==> config.mk <==
export PLATFORM = sky130hd
export DESIGN_NAME = bxds_ctrl
export DESIGN_NICKNAME = d
export VERILOG_FILES = /design/src/design/bxds_pkg.sv /design/src/design/bxds_ctrl.sv
export SDC_FILE = /design/constraint.sdc
export NUM_CORES = 1
export LEC_CHECK = 0
export BUFFER_PORTS_ARGS = -buffer_cell sky130_fd_sc_hd__buf_4
export CORE_AREA = 2 2 39 41
export DETAILED_ROUTE_END_ITERATION = 10
export DIE_AREA = 0 0 41 43
export GPL_TIMING_DRIVEN = 1
export SLEW_MARGIN = 25
export SYNTH_ARGS = -nofsm -noshare
export SYNTH_HDL_FRONTEND = slang
export SYNTH_SLANG_ARGS = --single-unit
==> constraint.sdc <==
create_clock -name clk -period 1.7 [get_ports clk]
set_input_delay 0.34 -clock clk [delete_from_list [all_inputs] [get_ports clk]]
set_output_delay 0.34 -clock clk [all_outputs]
set_load 0.005 [all_outputs]
==> src/design/bxds_pkg.sv <==
`timescale 1ns / 1ps

package bxds_pkg;

	// Sizing of the line store and the block factor
	localparam int MAX_WIDTH  = 1024;
	localparam int MAX_FACTOR = 8;
	localparam int ROW_LIMIT  = 1024;

	localparam int COL_W  = $clog2(MAX_WIDTH);
	localparam int ROW_W  = $clog2(ROW_LIMIT);
	localparam int PIX_W  = 8;
	localparam int CSUM_W = 11;
	localparam int SUM_W  = 14;
	localparam int CFG_W  = 11;
	localparam int FAC_W  = 4;
	localparam int PH_W   = 3;
	localparam int IDX_W  = 2;

	// Register indexes on the configuration port
	localparam logic [IDX_W-1:0] REG_FRAME_WIDTH  = 2'd0;
	localparam logic [IDX_W-1:0] REG_FRAME_HEIGHT = 2'd1;
	localparam logic [IDX_W-1:0] REG_DOWN_FACTOR  = 2'd2;

	localparam logic [CFG_W-1:0] FRAME_WIDTH_RST  = 11'd640;
	localparam logic [CFG_W-1:0] FRAME_HEIGHT_RST = 11'd480;
	localparam logic [FAC_W-1:0] DOWN_FACTOR_RST  = 4'd2;

	// Reciprocal of D, scaled by 2^14, rounded up
	localparam int RL_W     = 15;
	localparam int RL_SHIFT = 14;
	// Reciprocal of D*D, scaled by 2^20, rounded up
	localparam int RS_W     = 21;
	localparam int RS_SHIFT = 20;
	localparam int QUOT_W   = SUM_W + 1;

	typedef struct packed {
		logic capture;
		logic calc_quot;
		logic calc_limit;
		logic update;
		logic load_out;
	} bxds_cmd_t;

	typedef struct packed {
		logic emit;
		logic out_busy;
	} bxds_stat_t;

	function automatic logic [RL_W-1:0] recip_lin(input logic [FAC_W-1:0] d);
		logic [RL_W-1:0] r;
		unique case (d)
			4'd2:    r = 15'd8192;
			4'd3:    r = 15'd5462;
			4'd4:    r = 15'd4096;
			4'd5:    r = 15'd3277;
			4'd6:    r = 15'd2731;
			4'd7:    r = 15'd2341;
			4'd8:    r = 15'd2048;
			default: r = 15'd16384;
		endcase
		return r;
	endfunction

	function automatic logic [RS_W-1:0] recip_sq(input logic [FAC_W-1:0] d);
		logic [RS_W-1:0] r;
		unique case (d)
			4'd2:    r = 21'd262144;
			4'd3:    r = 21'd116509;
			4'd4:    r = 21'd65536;
			4'd5:    r = 21'd41944;
			4'd6:    r = 21'd29128;
			4'd7:    r = 21'd21400;
			4'd8:    r = 21'd16384;
			default: r = 21'd1048576;
		endcase
		return r;
	endfunction

endpackage

==> src/design/bxds_ctrl.sv <==
`timescale 1ns / 1ps

module bxds_ctrl (
	input  logic                clk,
	input  logic                arst_n,
	input  logic                in_valid,
	output logic                in_ready,
	input  bxds_pkg::bxds_stat_t stat,
	output bxds_pkg::bxds_cmd_t  cmd
);

	import bxds_pkg::*;

	localparam logic [2:0] S_IDLE   = 3'd0;
	localparam logic [2:0] S_QUOT   = 3'd1;
	localparam logic [2:0] S_LIMIT  = 3'd2;
	localparam logic [2:0] S_UPDATE = 3'd3;
	localparam logic [2:0] S_OUT    = 3'd4;

	logic [2:0] state_q;
	logic [2:0] state_n;

	assign in_ready = (state_q == S_IDLE);

	// Sequence one pixel transaction through the datapath
	always_comb begin
		state_n        = state_q;
		cmd            = '0;
		unique case (state_q)
			S_IDLE: begin
				if (in_valid) begin
					cmd.capture = 1'b1;
					state_n     = S_QUOT;
				end
			end
			S_QUOT: begin
				cmd.calc_quot = 1'b1;
				state_n       = S_LIMIT;
			end
			S_LIMIT: begin
				cmd.calc_limit = 1'b1;
				state_n        = S_UPDATE;
			end
			S_UPDATE: begin
				cmd.update = 1'b1;
				state_n    = S_OUT;
			end
			S_OUT: begin
				// hold until the output register can take the result
				if (!stat.emit) begin
					state_n = S_IDLE;
				end else if (!stat.out_busy) begin
					cmd.load_out = 1'b1;
					state_n      = S_IDLE;
				end
			end
			default: begin
				state_n = S_IDLE;
			end
		endcase
	end

	always_ff @(posedge clk or negedge arst_n) begin
		if (!arst_n) begin
			state_q <= S_IDLE;
		end else begin
			state_q <= state_n;
		end
	end

endmodule

# Word-level counts from Yosys, hierarchy flattened
# Index checks and enable logic that the tools add are counted.
# op_classes
n_addsub,0
mul,0
div_mod_pow,0
order_cmp,0
n_eq_ne,6
shift,0
muxes,12
bitwise,0
n_reduce_logical,2
# ops
operator,count
one-hot mux 3 bit (5 select lines),1
two-way mux 3 bit,3
two-way mux 1 bit,8
== test 3 x 2 -> 1 bit (second input constant),2
== test 3 x 1 -> 1 bit (second input constant),1
== test 3 bit (second input constant),1
zero test 3 bit,1
!= test 3 bit (second input constant),1
!= test 2 bit (second input constant),1
AND reduction 2 bit,1
# word_totals
reg_bits,3
latch_bits,0
ram_bits,0
romBits,0
input_bits,5
output_inout_bits,6
wordCells,21
n_memories,0

# Longest topological paths before layout
# Gate-level depths: netlist (run 1).
# logic_depth
depth_word,3
depth_mapped,2
depth_no_buf,2

# Least setup slack after synthesis (run 1)
# No wires, ideal clock.
# synth_path
kind,register to output
startpoint,register state_q[2]
endpoint,output cmd[4] (netlist bit)
arrival_ns,0.844
setup_slack_ns,0.516
stages_incl_launch_ff,3
cell_sequence,dfrtp_1 > nor3_1 > and2_1
# synth_lines
element,line_no,rtl
from (decl),bxds_ctrl.sv:20,logic [2:0] state_q;
from (signal assigned),bxds_ctrl.sv:67,state_q <= state_n;
to (decl),bxds_ctrl.sv:9,output bxds_pkg::bxds_cmd_t cmd

==> run summary, run 1 <==
status: completed
fmax: 651 MHz
GR Overflow Total: 0
Worst setup EP type: output pin
skew final: 0.00338 ns
total wire length: 399 microns
DP Cell Count: 42
Synth Warn #: 0
Hold Path Class: input port to flop
sequential fraction of the synthesis area: 47.6%
count of pins over their slew limit: 0
Final Util: 20.9%
power per cell area: 1770 nW/um^2
leakage: 0.140 nW
Reg clk slew, reported paths: 0.04 ns
Seq cells post-synth: 3
Avg Inst Size Synth: 9.85 sq um
post-layout total power: 512 uW
Inserted Diodes: 0
post-route ant nets: 0
dpl cell area: 253 sq um
setup TNS: 0 ns
CTS tree: yes
initial DRC count: 0
Max-Cap Viols: 0
vias in the first global route: 138
CP arrival: 1.19 ns
Num CTS Buffers: 3
Sink Count: 3
H-tree depth: 1
area of the mapped netlist: 158 sq um
Port-buffer cells: 10
die area: 1760 sq um
library cells used by synthesis: 10
Initial Util: 11.4%
post-synthesis net count: 21
Std-Cell Rows: 14
worst skew pair latency: 0.24 ns
Avg WL per Cell: 8.49 microns
measured slew at the worst slew-check pin: 0.218 ns
Req. time, crit path: 1.36 ns
Final HPWL DP: 281 microns
Rel. slew slack: 85.3%
maximum vdd drop: 0.358 mV
worst r2r src: state_q[0]$_DFFE_PN0P_
Via Count: 159
clk root buf: clkbuf_4
total global routing track utilization: 5.44%
die height: 43 microns
fin cells: 47
Post-CTS Setup Bufs: 0
Hold WS: 0.373 ns
PnR worst setup slack: 0.165 ns
crit path time final: 1.53 ns
Pre-Repair DR Iteration Count: 1
first-pass GRT wire length: 496 microns
routability-driven placement congestion ratio: 0.701
RSZ-0062 raised after global routing: false
post-route clock period utilization: 90.3%
Die W: 41 microns
DRC Markers: 0
fraction of layout cells with a size suffix above 1: 41.9%
area grow syn2layout: 83.3%
I/O pins: 11
pin count of the biggest net entering global routing: 8
crit-path max FO: 7
Biggest register: state_q
CP Launch Point: state_q[1]$_DFFE_PN0P_
Worst Hold Launch: stat[0]
Finish-stage setup viols: 0
CP Class: flop to output pin
initial antenna violation count: 0
biggest regs: state_q: 3 flops
Max Buffers Root-to-Sink: 2
Total Nets Final: 37
pre-CTS setup slack: 0.422 ns
CP Launch Type: flop
max FFs per register: 3
Post-Syn Instances: 16
core area: 1380 sq um
Fin. Hold Viols: 0
post-CTS resize count: 0
design area: 289 sq um
vias per std cell: 3.38
==> worst paths after layout <==
| kind | to | slack (ns) | cells after the start |
|---|---|---|---|
| worst max-delay path | cmd[4] | 0.17 | 3 |
| worst min-delay path | state_q[2]$_DFFE_PN0P_ | 0.37 | 3 |
| worst max register to register | state_q[2]$_DFFE_PN0P_ | 0.77 | 2 |
| worst min register to register | state_q[1]$_DFFE_PN0P_ | 0.54 | 1 |
| max in group asynchronous | state_q[2]$_DFFE_PN0P_ | 1.18 | 2 |
| min in group asynchronous | state_q[1]$_DFFE_PN0P_ | 0.43 | 2 |
==> cell families after synthesis <==
logic type	Yosys count	synth area share, %
and+or+nand+nor	10	39.7
DFF	3	47.6
AOI/OAI and AO/OA	1	4.76
xor gates and xnor gates	1	5.56
buffers and inverters	1	2.38
==> area by class of cell <==
type | instances | area [sq um]
well taps | 16 | 20.0
inverters | 1 | 3.75
multi-input cells | 12 | 78.8
clock buffers | 4 | 26.3
repair buffers | 11 | 85.1
flip-flops and latches | 3 | 75.1
fillers | 152 | 1090
==> Yosys cell counts <==
cell       n  share of area (%)
o21bai_1   1                4.8
nand4bb_1  1                7.1
nor2_1     3                7.1
xnor2_1    1                5.6
nor3b_1    2                9.5
and3b_1    1                5.6
nor3_1     2                6.3
inv_1      1                2.4
and2_1     1                4.0
dfrtp_1    3                 48
==> placed cells by master (no fill, tap or decap) <==
master         Yosys  routed
buf_4              0      10
nor2_1             3       3
clkbuf_4           0       3
dfrtp_1            3       3
nor3b_1            2       2
nor3_1             2       2
and3b_1            1       1
nand4bb_1          1       1
and2_1             1       1
xnor2_1            1       1
inv_1              1       1
o21bai_1           1       1
clkbuf_1           0       1
dlygate4sd3_1      0       1
==> repair_timing <==
item / 4_1_cts / 5_1_grt
setup endpoints to repair: 0 / 0
hold buffers: 1 / 0
hold endpoints to repair: 3 / 0
==> routing by layer <==
metal | GRT usage (%) | vias up | wire (microns)
met2 | 5.00 | 9 | 156
met3 | 3.14 | 2 | 43
met5 | 0 | - | 0
met1 | 4.55 | 63 | 180
li1 | - | 85 | -
met4 | 12.0 | 0 | 19
==> report_power, final <==
group | switching (mW) | total, mW | internal [mW]
Clock | 0.0394 | 0.127 | 0.0881
Combinational | 0.0713 | 0.216 | 0.145
Sequential | 0.0616 | 0.169 | 0.107
==> worst max-delay path, cell delays in order (launching register included) <==
cell and delay, ns:
dfrtp_1 0.44, nor3_1 0.25, and2_1 0.17, buf_4 0.10
Power figures use the tool's default switching activity.
==> inputs of run 2 (changes only) <==
==> constraint.sdc (replaced) <==
create_clock -name clk -period 1.7 [get_ports clk]
set_input_delay 0.17 -clock clk [delete_from_list [all_inputs] [get_ports clk]]
set_output_delay 0.17 -clock clk [all_outputs]
set_load 0.005 [all_outputs]
==> run summary, run 2 (synthesized netlist as in run 1, its figures left out) <==
Std-Cell Rows: 14 (unchanged)
I/O pins: 11 (unchanged)
buffers plus inverters on the worst setup path: 1 (unchanged)
measured slew at the worst slew-check pin: 0.202 ns (-0.0159 ns)
pin count of the biggest net entering global routing: 8 (unchanged)
Fin. Hold Viols: 0 (unchanged)
design area: 289 sq um (unchanged)
leakage: 0.140 nW (unchanged)
H-tree depth: 1 (unchanged)
Port-buffer cells: 10 (unchanged)
met1 GRT Util: 5.81% (+1.3 points)
DRC Markers: 0 (unchanged)
post-CTS resize count: 0 (unchanged)
most frequent cells in the layout: buf_4, nor2_1, clkbuf_4, dfrtp_1
setup TNS: 0 ns (unchanged)
GR Util met3: 4.71% (+1.6 points)
R2R Setup Slk: 0.78 ns (about the same)
CP Launch Type: flop
post-layout total power: 503 uW (-1.8%)
maximum vdd drop: 0.459 mV (+28%)
CP peak stage delay: 0.43 ns (about the same)
Avg WL per Cell: 8.26 microns (-2.8%)
Inserted Diodes: 0 (unchanged)
vias per std cell: 3.49 (+3.1%)
die height: 43 microns (unchanged)
crit-path max FO: 7 (unchanged)
fraction of layout cells with a size suffix above 1: 41.9% (unchanged)
total global routing track utilization: 7.04% (+1.6 points)
CP arrival: 1.16 ns (-0.03 ns)
Max Buffers Root-to-Sink: 2 (unchanged)
crit path time final: 1.33 ns (-0.204 ns)
core area: 1380 sq um (unchanged)
CP Class: flop to output pin
Total Nets Final: 37 (unchanged)
clk root buf: clkbuf_4
fmax: 751 MHz (+15%)
RSZ-0062 raised after global routing: false
initial DRC count: 1 (+1)
biggest regs: state_q: 3 flops
CP max-delay cell: dfrtp_1
cell family with most CP delay: flip-flops
worst skew pair latency: 0.23 ns (about the same)
Max-Cap Viols: 0 (unchanged)
CP Launch Point: state_q[2]$_DFFE_PN0P_
CTS tree: yes
Reg clk slew, reported paths: 0.04 ns (about the same)
worst path cell trace: nor3_1 -> and2_1 -> buf_4
vias in the first global route: 167 (+21%)
power per cell area: 1740 nW/um^2 (-1.8%)
first-pass GRT wire length: 614 microns (+24%)
skew final: 0.000373 ns (-0.00301 ns)
Worst setup EP type: output pin
Initial Util: 11.4% (unchanged)
Die W: 41 microns (unchanged)
Pre-Repair DR Iteration Count: 3 (+2)
gr busiest metal: met4
GR Overflow Total: 0 (unchanged)
worst r2r src: state_q[0]$_DFFE_PN0P_
routability-driven placement congestion ratio: 0.736 (+5.1%)
Biggest register: state_q
die area: 1760 sq um (unchanged)
Worst Hold Launch: stat[0]
Sink Count: 3 (unchanged)
Rel. slew slack: 86.4% (+1.1 points)
Post-CTS Setup Bufs: 0 (unchanged)
Hold Path Class: input port to flop
Via Count: 164 (+3.1%)
max FFs per register: 3 (unchanged)
post-route ant nets: 0 (unchanged)
count of pins over their slew limit: 0 (unchanged)
Finish-stage setup viols: 0 (unchanged)
dpl cell area: 253 sq um (unchanged)
post-route clock period utilization: 78.3% (-12 points)
area grow syn2layout: 83.3% (unchanged)
met2 Use GR: 5.94% (+0.94 points)
Num CTS Buffers: 3 (unchanged)
total wire length: 388 microns (-2.8%)
initial antenna violation count: 0 (unchanged)
Req. time, crit path: 1.53 ns (+0.17 ns)
status: completed
most common cell after layout, fill and taps aside: buf_4
-- run 2: through the flow --
stage / hold WS [ns] / cells / setup slack, ns / utilization, %
2_1_floorplan: -0.126 / 16 / 0.686 / -
3_3_place_gp: -0.0393 / 42 / 0.620 / 18.3
3_5_place_dp: -0.0390 / 42 / 0.609 / 18.3
4_1_cts: 0.199 / 47 / 0.347 / 20.9
5_1_grt: 0.210 / 47 / 0.277 / 20.9
6_report: 0.205 / 47 / 0.369 / 20.9
-- run 2: final cells by class --
type / count / area (sq um)
clock buffer: 4 / 26.3
fill: 160 / 1090
inverter: 1 / 3.75
multi-input combinational: 12 / 78.8
sequential: 3 / 75.1
tap: 16 / 20.0
timing repair buffer: 11 / 85.1
-- run 2: layer usage --
metal	share of wire [%]	up-vias
li1	-	84
met1	40	69
met2	41	9
met3	11	2
met4	7.0	0
met5	0	-
-- run 2: where the power goes --
| group | total, mW | switching, mW | internal (mW) |
|---|---|---|---|
| Sequential | 0.165 | 0.0575 | 0.107 |
| Clock | 0.124 | 0.0357 | 0.0879 |
| Combinational | 0.215 | 0.0701 | 0.145 |
-- run 2: worst register-to-register path: stages (launching register included) --
cell	delay [ns]
dfrtp_1	0.43
and3b_1	0.22
o21bai_1	0.15
-- run 2: what timing repair did --
| item | CTS | global route |
|---|---|---|
| hold endpoints to repair | 3 | 0 |
| hold buffers | 1 | 0 |
| endpoints found under the setup margin | 0 | 0 |
-- run 2: path summary, 6_finish.rpt --
path | cells after the start | endpoint
worst max-delay path | 3 | cmd[4]
worst min-delay path | 3 | state_q[2]$_DFFE_PN0P_
worst max register to register | 2 | state_q[2]$_DFFE_PN0P_
worst min register to register | 1 | state_q[1]$_DFFE_PN0P_
max in group asynchronous | 2 | state_q[1]$_DFFE_PN0P_
min in group asynchronous | 2 | state_q[2]$_DFFE_PN0P_
